$ cat src/rtl/psbp_pkg.sv
// ----------------------------------------------------------------------------
// psbp_pkg: shared types and constants of the scanline bit packer
// Widths of the pixel, byte and pending state, and the packer result bundle.
// ----------------------------------------------------------------------------
package psbp_pkg;

  localparam int PixelBits  = 16;
  localparam int ByteBits   = 8;
  localparam int WidthBits  = 5;
  localparam int PendBits   = 7;
  localparam int PendCntBits = 3;
  localparam int MaxBytes   = 3;
  localparam int CountBits  = 2;

  localparam logic [WidthBits-1:0] SampleBitsReset = 5'd16;
  localparam logic [WidthBits-1:0] ByteModeWidth   = 5'd8;

  // bytes produced by one pixel, plus the pending state it leaves behind
  typedef struct packed {
    logic [MaxBytes-1:0][ByteBits-1:0] bytes;
    logic [CountBits-1:0]              count;
    logic [PendBits-1:0]               pend_bits;
    logic [PendCntBits-1:0]            pend_count;
  } pack_res_t;

endpackage

$ cat src/rtl/psbp_pack.sv
// ----------------------------------------------------------------------------
// psbp_pack: single-pass byte formation for one pixel
// Covers two-byte, eight-bit and MSB-first packed modes, with row-end flush.
// ----------------------------------------------------------------------------
module psbp_pack (
  input  logic [psbp_pkg::WidthBits-1:0]   sample_bits,
  input  logic [psbp_pkg::PixelBits-1:0]   pixel,
  input  logic                             row_end,
  input  logic [psbp_pkg::PendBits-1:0]    pend_bits,
  input  logic [psbp_pkg::PendCntBits-1:0] pend_count,
  output psbp_pkg::pack_res_t              res
);

  logic [3:0]  w4;
  logic [15:0] mask16;
  logic [15:0] masked;
  logic [22:0] acc;
  logic [4:0]  total;
  logic [2:0]  rem;
  logic [1:0]  nfull;
  logic [7:0]  b0;
  logic [7:0]  b1;
  logic [6:0]  left;
  logic [7:0]  flush;

  assign w4     = sample_bits[3:0];
  assign mask16 = ~(16'hFFFF << w4);
  assign masked = pixel & mask16;
  assign acc    = ({16'd0, pend_bits} << w4) | {7'd0, masked};
  assign total  = {2'b00, pend_count} + {1'b0, w4};
  assign b0     = 8'(acc >> (total - 5'd8));
  assign b1     = 8'(acc >> (total - 5'd16));

  always_comb begin
    if (total >= 5'd16) begin
      nfull = 2'd2;
      rem   = 3'(total - 5'd16);
    end else if (total >= 5'd8) begin
      nfull = 2'd1;
      rem   = 3'(total - 5'd8);
    end else begin
      nfull = 2'd0;
      rem   = total[2:0];
    end
  end

  assign left  = acc[6:0] & ~(7'h7F << rem);
  assign flush = 8'({1'b0, left} << (4'd8 - {1'b0, rem}));

  always_comb begin
    res = '0;
    if (sample_bits[4]) begin
      // two-byte mode, low byte first; widths above sixteen land here too
      res.bytes[0] = pixel[7:0];
      res.bytes[1] = pixel[15:8];
      res.count    = 2'd2;
    end else if (sample_bits == psbp_pkg::ByteModeWidth) begin
      res.bytes[0] = pixel[9:2];
      res.count    = 2'd1;
    end else begin
      res.bytes[0] = b0;
      res.bytes[1] = b1;
      res.count    = nfull;
      if (row_end) begin
        if (rem != 3'd0) begin
          res.bytes[nfull] = flush;
          res.count        = nfull + 2'd1;
        end
      end else begin
        res.pend_bits  = left;
        res.pend_count = rem;
      end
    end
  end

endmodule

$ cat src/rtl/pixel_scanline_bit_packer_core.sv
// ----------------------------------------------------------------------------
// pixel_scanline_bit_packer_core: pixel samples in, scanline bytes out
// Packs 16-bit pixels into bytes by the programmed sample width.
// ----------------------------------------------------------------------------
// Usage notes:
//  - Input channel: pixel and row_end qualified by in_valid; a word is taken
//    on a rising edge with in_valid high and in_stall low.
//  - Output channel: out_byte, row_last_byte and item_last qualified by
//    out_valid; the receiver holds out_stall high to pause it.
//  - cfg_we/cfg_data write sample_bits (reset 16). A write also drops any
//    part-packed bits of an unfinished row. Write only while idle.
//  - Each pixel yields zero to three bytes (two in 16-bit mode, one in 8-bit
//    mode, up to two full bytes plus a row-end flush in packed mode).
//  - The first byte of a pixel is on the output the cycle after
//    the pixel is taken.
//  - Pixel rate is set by the one-byte output port draining the three-entry
//    result register. The next pixel is taken in the same cycle the last
//    byte is handed over, or while the register is empty.
//  - A pixel that makes no byte (width zero, nothing pending) leaves the result register empty.
//  - While the receiver stalls, the held byte stays put; in_stall is high
//    whenever a byte is held, except in the cycle its last byte leaves.
//  - Reset (rst, synchronous): result register empty, pending bits cleared,
//    sample_bits back to 16.
// ----------------------------------------------------------------------------
module pixel_scanline_bit_packer_core (
  input  logic                                  clk,
  input  logic                                  rst,
  // configuration
  input  logic                                  cfg_we,
  input  logic [psbp_pkg::WidthBits-1:0]        cfg_data,
  // pixel input
  input  logic                                  in_valid,
  output logic                                  in_stall,
  input  logic [psbp_pkg::PixelBits-1:0]        pixel,
  input  logic                                  row_end,
  // byte output
  output logic                                  out_valid,
  input  logic                                  out_stall,
  output logic [psbp_pkg::ByteBits-1:0]         out_byte,
  output logic                                  row_last_byte,
  output logic                                  item_last
);

  // programmed width and leftover packed bits
  logic [psbp_pkg::WidthBits-1:0]   sample_bits;
  logic [psbp_pkg::PendBits-1:0]    pend_bits;
  logic [psbp_pkg::PendCntBits-1:0] pend_count;

  // result register: bytes of the current pixel, drained one per cycle while out_stall is low
  logic [psbp_pkg::MaxBytes-1:0][psbp_pkg::ByteBits-1:0] res_bytes;
  logic [psbp_pkg::CountBits-1:0] res_count;
  logic [psbp_pkg::CountBits-1:0] res_idx;
  logic                           res_row_end;

  psbp_pkg::pack_res_t pack_res;

  logic in_accept;
  logic out_take;
  logic last_byte;

  psbp_pack u_pack (
    .sample_bits (sample_bits),
    .pixel       (pixel),
    .row_end     (row_end),
    .pend_bits   (pend_bits),
    .pend_count  (pend_count),
    .res         (pack_res)
  );

  assign out_valid = (res_count != '0);
  assign last_byte = (res_idx == (res_count - 2'd1));
  assign out_take  = out_valid && !out_stall;

  // room for a new pixel once the register is empty or its last byte leaves
  assign in_stall  = out_valid && !(out_take && last_byte);
  assign in_accept = in_valid && !in_stall;

  always_comb begin
    case (res_idx)
      2'd0:    out_byte = res_bytes[0];
      2'd1:    out_byte = res_bytes[1];
      2'd2:    out_byte = res_bytes[2];
      default: out_byte = '0;
    endcase
  end

  assign item_last     = last_byte;
  assign row_last_byte = last_byte && res_row_end;

  // configuration and packing state
  always_ff @(posedge clk) begin
    if (rst) begin
      sample_bits <= psbp_pkg::SampleBitsReset;
      pend_bits   <= '0;
      pend_count  <= '0;
    end else if (cfg_we) begin
      sample_bits <= cfg_data;
      pend_bits   <= '0;
      pend_count  <= '0;
    end else if (in_accept) begin
      pend_bits   <= pack_res.pend_bits;
      pend_count  <= pack_res.pend_count;
    end
  end

  // result register control
  always_ff @(posedge clk) begin
    if (rst) begin
      res_count <= '0;
      res_idx   <= '0;
    end else if (in_accept) begin
      res_count <= pack_res.count;
      res_idx   <= '0;
    end else if (out_take) begin
      if (last_byte) begin
        res_count <= '0;
        res_idx   <= '0;
      end else begin
        res_idx   <= res_idx + 2'd1;
      end
    end
  end

  // payload, no reset needed
  always_ff @(posedge clk) begin
    if (in_accept) begin
      res_bytes   <= pack_res.bytes;
      res_row_end <= row_end;
    end
  end

endmodule

$ cat config.mk
export PLATFORM = sky130hd
export DESIGN_NAME = pixel_scanline_bit_packer_core
export DESIGN_NICKNAME = d
export VERILOG_FILES = /design/src/rtl/psbp_pkg.sv /design/src/rtl/psbp_pack.sv /design/src/rtl/pixel_scanline_bit_packer_core.sv
export SDC_FILE = /design/constraint.sdc
export NUM_CORES = 1
export LEC_CHECK = 0
export BUFFER_PORTS_ARGS = -buffer_cell sky130_fd_sc_hd__buf_2
export CORE_ASPECT_RATIO = 0.7
export CORE_MARGIN = 1.5
export CORE_UTILIZATION = 50
export CTS_CLUSTER_SIZE = 14
export DETAILED_ROUTE_END_ITERATION = 6
export PLACE_DENSITY_LB_ADDON = 0.12
export RECOVER_POWER = 50
export SKIP_LAST_GASP = 1
export SYNTH_ARGS = -nofsm -noshare
export SYNTH_HDL_FRONTEND = slang
export SYNTH_SLANG_ARGS = --single-unit
$ cat constraint.sdc
create_clock -name clk -period 4.58 [get_ports clk]
set_clock_uncertainty 0.2 [all_clocks]
set_input_delay 1.374 -clock clk [delete_from_list [all_inputs] [get_ports clk]]
set_output_delay 1.374 -clock clk [all_outputs]
set_load 0.01 [all_outputs]
==> metrics, run 1 <==
Via density 7.30; largest net degree at the start of global routing 50; first-pass iteration count of the detailed router 6; arrival time worst endpoint 4.05 ns; status complete, no violations; Core ar. 9870 um2; Tcrit/Tclk final 0.903; Max VDD drop 0.188 mV; Total Negative Setup Slacks 0 ns; syn_nets 705; fin util 0.558; Post-Route WL 20000 um; total track usage 0.361; hold slack 0.284 ns; Post-synth EDFFs 25; final instance area 5510 um2; slowest stage delay, CP 0.68 ns; num rows 30; count of pins over their slew limit 0; CTS Root Cell clkbuf_16; per-cell routed wire length 25.2 um; P&R area growth vs syn 6.99%; Detail Placement HPWL 15100 um; Critical R2R Launch sample_bits[1]; top_reg_cell synth edfxtp_1; Reg2Reg Depth 10; Final setup violation count 0; Worst Path Buf+Inv 2; LEAKAGE 0.00191 uW; RR Endpoint res_bytes[1]; die width 124 um; worst skew pair latency 0.29 ns; ANT nets after route 0; # IOs 39; Synth Cell Area 5150 um2; top cell type's share of synthesized area 0.146; GR Overflow Total 0; Syn. warnings 0; NumNets Final 708; Die H 87.9 um; reg2reg setup slack 0.44 ns; top post-synthesis cells by area edfxtp_1, dfxtp_1, nor2_1; Syn Area/Cell 7.75 um2; post-CTS sizing 0; max-cap violations 0; CTS Buffer Depth 2; Final Hold Vio Count 0; Post-CTS Hold Fix Bufs 0; Iter 0 DRT Violations 1018; Syn Inst Count 665; post-route minimum period 4.14 ns; Port Buffers 38; CTS tree done; clock transition at the registers of the reported paths 0.07 ns; Distinct cells, synth 88; final std cells w/o fill 797; Slew Limit Headroom 0.207; vias in the first global route 5270; Hold EP res_count[0]; CP Cell Sequence inv_1, fa_1, xor2_2, clkbuf_2, a21boi_0, and3_1, nand2_1, o311ai_0, o21ai_0, o31ai_1; initial antenna violation count 0; routability congestion estimate 0.990; Async SR Flop Fraction 0; Critical Path Source Type register; count leader, synth nor2_1; placed cell area 5350 um2; Post-route DRC 0; total number of vias 5817; part of the Yosys area used for sequential elements 0.220; Hold Crit Start res_count[0]; first-pass GRT wire length 30500 um; clk sink count 44; Hold Path Cell Cnt 2; critical path peak fanout 34; antenna cells 0; Crit-path slowest cell a21boi_0; CTS H-tree lvls 2; Yosys reg bits 44; share of layout cells above drive strength 1 0.142; required time of the critical path 4.49 ns; CP top delay family compound AO/OA/AOI/OAI gates; slew at the pin closest to its max-slew limit 1.19 ns; Initial Util 0.522; Worst setup EP type register; FMAX 242 MHz; PD cells 247 nW/um2; Synth top cells by count nor2_1, nand2_1, a21oi_1; CTS buffer count 5; dpl cells 789; Hold WC Path Type register to register; # Post-CTS Setup Buffers 0; RSZ-0062 raised after global routing no; die area 10900 um2; leading area contributor after synthesis edfxtp_1; kind of critical path register to register
-- final cells by class --
class                           instances  area [um2]
Sequential cell                        44        1130
Fill cell                             965        4360
Clock inverter                          2        38.8
Multi-Input combinational cell        538        3650
Timing Repair Buffer                   55         300
Inverter                               24        90.1
Tap cell                              128         160
Clock buffer                            6         139
-- state kept, by name, indices dropped and copies added, names as in the netlist --
register	count
res_row_end	1
res_count	2
res_idx	2
res_bytes	24
pend_bits	7
pend_count	3
sample_bits	5
-- worst max-delay path by stage --
stage | startpoint | cells past startpoint | endpoint | slack (ns)
finish | sample_bits[1] | 10 | res_bytes[1] | 0.44
global route | out_stall | 6 | res_idx[1] | 0.31
CTS | sample_bits[1] | 12 | res_bytes[0] | 0.62
detailed placement | sample_bits[1] | 12 | res_bytes[0] | 0.69
global placement | pixel[11] | 8 | res_bytes[8] | 0.66
floorplan | sample_bits[1] | 16 | res_bytes[0] | 0.45
-- through the flow --
stage / total power (uW) / worst slack [ns]
after floorplan: 779 / 0.453
after global placement: 907 / 0.657
after detailed placement: 910 / 0.693
after CTS: 1350 / 0.622
after global routing: 1410 / 0.306
final: 1360 / 0.443
-- per-layer routing --
metal	routed length, um	GRT usage	part of all wire	up-vias
met3	2940	0.104	0.15	60
met4	452	0.0731	0.023	0
met2	8140	0.534	0.41	468
met1	8520	0.524	0.42	2708
li1	-	-	-	2581
met5	0	0	0	-
-- worst min-delay path, cell delays in order (launching register included) --
cell,delay (ns)
dfxtp_1,0.33
nand2_1,0.06
a21oi_1,0.05
-- cells in the final DEF, fill, tap and decap left out, drive strengths merged, types with 12 or more instances in the layout --
cell and n:
o21ai 41, edfxtp 25, ha 12, a211oi 15, a31oi 14, nor2 63
buf 46, nand3 18, nor3 35, nand2b 13, a21oi 43, nand2 53
clkbuf 15, mux2i 17, inv 23, nor4 13, dfxtp 19
-- cells by family after synthesis --
group                    after synthesis  share of synthesized area
AND/OR/NAND/NOR                      253                      0.244
AO/OA/AOI/OAI                        230                      0.324
buffers and inverters                 83                     0.0714
flip-flops                            44                      0.220
multiplexers                          37                     0.0979
adder cells (fa/ha/maj)               13                     0.0330
XOR/XNOR                               5                    0.00996
-- report_power, final --
group	internal, uW	switching [uW]
sequential	446	9.11
clock	274	167
combinational	153	316
total	872	492
Note: power is estimated with default switching activity, not from simulation.
==> run 2: changes to the inputs <==
GPL_ROUTABILITY_DRIVEN = 0   (was not set)
PLACE_DENSITY = 0.72   (was not set)
PLACE_DENSITY_LB_ADDON = not set   (was 0.12)
clock period = 4.51 ns   (was 4.58 ns; I/O delays follow)
==> metrics, run 2 (synthesized netlist as in run 1, its figures left out) <==
Final setup violation count 0 (unchanged); kind of critical path register to register (unchanged); Post-CTS Hold Fix Bufs 0 (unchanged); # IOs 39 (unchanged); CTS Buffer Depth 2 (unchanged); CTS buffer count 5 (unchanged); Core ar. 9870 um2 (unchanged); reg2reg setup slack 0.30 ns (was 0.44 ns); CTS H-tree lvls 2 (unchanged); failing checks design-rule violations; commonest non-fill, non-tap cells in the layout nor2_1, nand2_1, a21oi_1 (unchanged); slew at the pin closest to its max-slew limit 1.47 ns (was 1.19 ns); LEAKAGE 0.00191 uW (about the same); post-route minimum period 4.21 ns (was 4.14 ns); Post-Route WL 19000 um (was 20000 um); placed cell area 5370 um2 (was 5350 um2); Post-route DRC 29 (was 0); ANT nets after route 0 (unchanged); NumNets Final 710 (was 708); # Post-CTS Setup Buffers 0 (unchanged); Iter 0 DRT Violations 1251 (was 1018); num rows 30 (unchanged); clock transition at the registers of the reported paths 0.06 ns (was 0.07 ns); Via density 7.48 (was 7.30); per-cell routed wire length 23.8 um (was 25.2 um); Worst setup EP type register (unchanged); worst skew pair latency 0.29 ns (about the same); initial antenna violation count 0 (unchanged); count of pins over their slew limit 0 (unchanged); hold slack 0.292 ns (was 0.284 ns); die area 10900 um2 (unchanged); Critical Path Source sample_bits[3] (was sample_bits[1]); antenna cells 0 (unchanged); Port Buffers 38 (unchanged); dpl cells 791 (was 789); final instance area 5500 um2 (was 5510 um2); CTS tree done (unchanged); clk sink count 44 (unchanged); Critical R2R Launch sample_bits[3] (was sample_bits[1]); Slew Limit Headroom 0.0192 (was 0.207); Final Hold Vio Count 0 (unchanged); RSZ-0062 raised after global routing no (unchanged); die width 124 um (unchanged); Hold Path Cell Cnt 2 (unchanged); FMAX 237 MHz (was 242 MHz); share of layout cells above drive strength 1 0.148 (was 0.142); first-pass GRT wire length 29600 um (was 30500 um); Total Negative Setup Slacks 0 ns (unchanged); Die H 87.9 um (unchanged); arrival time worst endpoint 4.05 ns (about the same); largest registers res_bytes x24, pend_bits x7, sample_bits x5 (unchanged); max-cap violations 0 (unchanged); CTS Root Cell clkbuf_16 (unchanged); Hold WC Path Type register to register (unchanged); total track usage 0.345 (was 0.361); critical path peak fanout 37 (was 34); post-CTS sizing 0 (unchanged); FILL cells 938 (was 965); Reg2Reg Depth 8 (was 10); PD cells 239 nW/um2 (was 247 nW/um2); max reg flops 24 (unchanged); largest net degree at the start of global routing 50 (unchanged); status complete, but fails checks (was complete, no violations); total number of vias 5976 (was 5817); Max VDD drop 0.144 mV (was 0.188 mV); RR Endpoint res_bytes[0] (was res_bytes[1]); first-pass iteration count of the detailed router 7 (was 6); Top reg by flops res_bytes (unchanged); P&R area growth vs syn 6.80% (was 6.99%); Initial Util 0.522 (unchanged); Detail Placement HPWL 14300 um (was 15100 um); final std cells w/o fill 799 (was 797); required time of the critical path 4.35 ns (was 4.49 ns); vias in the first global route 5325 (was 5270); GR Overflow Total 0 (unchanged); commonest non-fill, non-tap cell in the layout nor2_1 (unchanged); Critical Path Source Type register (unchanged); Tcrit/Tclk final 0.934 (was 0.903); critical path endpoint res_bytes[0] (was res_bytes[1])
-- run 2: per-stage QoR --
stage	power, uW	util	setup WS, ns
global placement	914	0.544	0.680
CTS	1290	0.559	0.608
finish	1310	0.557	0.298
global route	1360	0.557	0.191
detailed placement	922	0.544	0.653
floorplan	792	-	0.383
-- run 2: how the worst min path moves through the flow --
stage / start / to
after floorplan: res_count[1] / res_count[1]
after global placement: res_count[1] / res_count[1]
after detailed placement: res_count[0] / res_count[0]
after CTS: res_count[0] / res_count[0]
after global routing: res_count[0] / res_count[0]
final: res_count[0] / res_count[0]
-- run 2: metal layers --
layer | wire length (um) | global-route usage | vias up
met5 | 0 | 0 | -
met1 | 7750 | 0.494 | 2735
met4 | 690 | 0.112 | 0
met3 | 3090 | 0.120 | 110
met2 | 7460 | 0.483 | 545
li1 | - | - | 2586
-- run 2: worst max-delay path: stages, from the launching register on --
cell and delay (ns):
dfxtp_1 0.46, clkbuf_1 1.11, nand2b_1 0.28, a222oi_1 0.59, a22oi_1 0.23, a31oi_1 0.43
nor3_1 0.09, o2111a_1 0.31, a211o_1 0.25
-- run 2: layout make-up --
class / instances / area (um2) / area share
Sequential cell: 44 / 1130 / 0.206
Inverter: 24 / 90.1 / 0.0164
Clock buffer: 7 / 144 / 0.0261
Clock inverter: 1 / 6.26 / 0.00114
Timing Repair Buffer: 57 / 318 / 0.0578
Multi-Input combinational cell: 538 / 3650 / 0.664
Tap cell: 128 / 160 / 0.0291
-- run 2: power breakdown --
part	switching [uW]	internal, uW
logic	315	158
registers	14.2	453
clock network	151	223
==> run 3: changes to the inputs <==
CORE_UTILIZATION = 38   (was 50)
PLACE_DENSITY = 0.59   (was 0.72)
==> metrics, run 3 (synthesized netlist as in run 1, its figures left out) <==
Port Buffers 38 (unchanged); Post-Route WL 19800 um (was 19000 um); Worst setup EP type register (unchanged); CP top delay family compound AO/OA/AOI/OAI gates (unchanged); Final Hold Vio Count 0 (unchanged); die width 142 um (was 124 um); largest net degree at the start of global routing 50 (unchanged); initial antenna violation count 0 (unchanged); status complete, no violations (was complete, but fails checks); die area 14300 um2 (was 10900 um2); worst skew pair latency 0.29 ns (about the same); Final setup violation count 0 (unchanged); Hold WC Path Type register to register (unchanged); FMAX 257 MHz (was 237 MHz); CTS buffer count 5 (unchanged); Tcrit/Tclk final 0.863 (was 0.934); arrival time worst endpoint 3.78 ns (was 4.05 ns); CTS tree done (unchanged); total track usage 0.280 (was 0.345); CTS Root Cell clkbuf_16 (unchanged); kind of critical path register to register (unchanged); dpl cells 847 (was 791); commonest non-fill, non-tap cells in the layout nor2_1, nand2_1, a21oi_1 (unchanged); post-route minimum period 3.89 ns (was 4.21 ns); critical path peak fanout 34 (was 37); # Post-CTS Setup Buffers 0 (unchanged); Post-CTS Hold Fix Bufs 0 (unchanged); post-CTS sizing 0 (unchanged); Total Negative Setup Slacks 0 ns (unchanged); vias in the first global route 5226 (was 5325); ANT nets after route 0 (unchanged); Iter 0 DRT Violations 951 (was 1251); required time of the critical path 4.39 ns (was 4.35 ns); slew at the pin closest to its max-slew limit 1.46 ns (was 1.47 ns); Detail Placement HPWL 15000 um (was 14300 um); CP Cell Sequence inv_1, fa_1, xor2_2, buf_4, a21boi_0, and3_1, nand2_1, o311ai_0, o21ai_0, o31ai_1 (was clkbuf_1, nand2b_1, a222oi_1, a22oi_1, a31oi_1, nor3_1, o2111a_1, a211o_1); Initial Util 0.391 (was 0.522); Crit-path slowest cell a21boi_0 (was clkbuf_1); NumNets Final 709 (was 710); count of pins over their slew limit 0 (unchanged); CTS H-tree lvls 2 (unchanged); max-cap violations 0 (unchanged); Power Total 1310 uW (about the same); GR Overflow Total 0 (unchanged); Max VDD drop 0.114 mV (was 0.144 mV); num rows 35 (was 30); total number of vias 5835 (was 5976); slowest stage delay, CP 0.58 ns (was 1.11 ns); max reg flops 24 (unchanged); fin util 0.423 (was 0.557); commonest non-fill, non-tap cell in the layout nor2_1 (unchanged); Post-route DRC 0 (was 29); Top reg by flops res_bytes (unchanged); clk sink count 44 (unchanged); P&R area growth vs syn 8.16% (was 6.80%); Via density 6.82 (was 7.48); Worst Path Buf+Inv 2 (was 1); share of layout cells above drive strength 1 0.148 (about the same); Critical Path Source Type register (unchanged); Die H 100 um (was 87.9 um); FILL cells 1356 (was 938); PD cells 235 nW/um2 (was 239 nW/um2); Core ar. 13200 um2 (was 9870 um2); # IOs 39 (unchanged); largest registers res_bytes x24, pend_bits x7, sample_bits x5 (unchanged); first-pass GRT wire length 30300 um (was 29600 um); CTS Buffer Depth 2 (unchanged); final std cells w/o fill 856 (was 799); Slew Limit Headroom 0.0273 (was 0.0192); RSZ-0062 raised after global routing no (unchanged); per-cell routed wire length 23.1 um (was 23.8 um); clock transition at the registers of the reported paths 0.07 ns (was 0.06 ns); first-pass iteration count of the detailed router 7 (unchanged); LEAKAGE 0.00191 uW (about the same)
[run 3: changes by cell type in the layout (fill, tap and decap cells not counted), sizes merged]
cell    change
buf         +1
diode       +1
clkbuf      -2
[run 3: area by class of cell]
type / instances / area [um2] / share of cell area
multi-input cells: 538 / 3650 / 0.656
flip-flops and latches: 44 / 1130 / 0.203
repair buffers: 56 / 314 / 0.0564
well taps: 185 / 231 / 0.0415
clock buffers: 7 / 144 / 0.0258
inverters: 24 / 90.1 / 0.0162
clock inverters: 1 / 6.26 / 0.00112
diodes: 1 / 2.50 / 0.000449
[run 3: final timing paths]
check	startpoint	end	slack [ns]	cells past startpoint
max reg2reg	sample_bits[1]	res_bytes[1]	0.62	10
min	res_count[0]	res_count[0]	0.28	2
max	sample_bits[1]	res_bytes[1]	0.62	10
min reg2reg	res_count[0]	res_count[0]	0.28	2
[run 3: tightest hold or removal path: stages (launching register included)]
cell	delay [ns]
dfxtp_1	0.33
nand2_1	0.06
a21oi_1	0.05
[run 3: where the power goes]
part / switching [uW] / internal (uW)
sequential: 13.8 / 453
clock: 151 / 223
combinational: 313 / 156
total: 478 / 832
[run 3: stage by stage]
step / hold WS [ns] / setup slack (ns) / area [um2]
floorplan: 0.256 / 0.383 / 5150
global placement: 0.277 / 0.713 / 5430
CTS: 0.285 / 0.795 / 5580
global route: 0.311 / 0.404 / 5570
detailed placement: 0.278 / 0.731 / 5430
finish: 0.283 / 0.618 / 5570
[run 3: per-layer routing]
layer | global-route usage | routed length (um)
met1 | 0.404 | 8560
met3 | 0.0988 | 2860
met4 | 0.0825 | 593
met2 | 0.384 | 7690
met5 | 0.0281 | 49
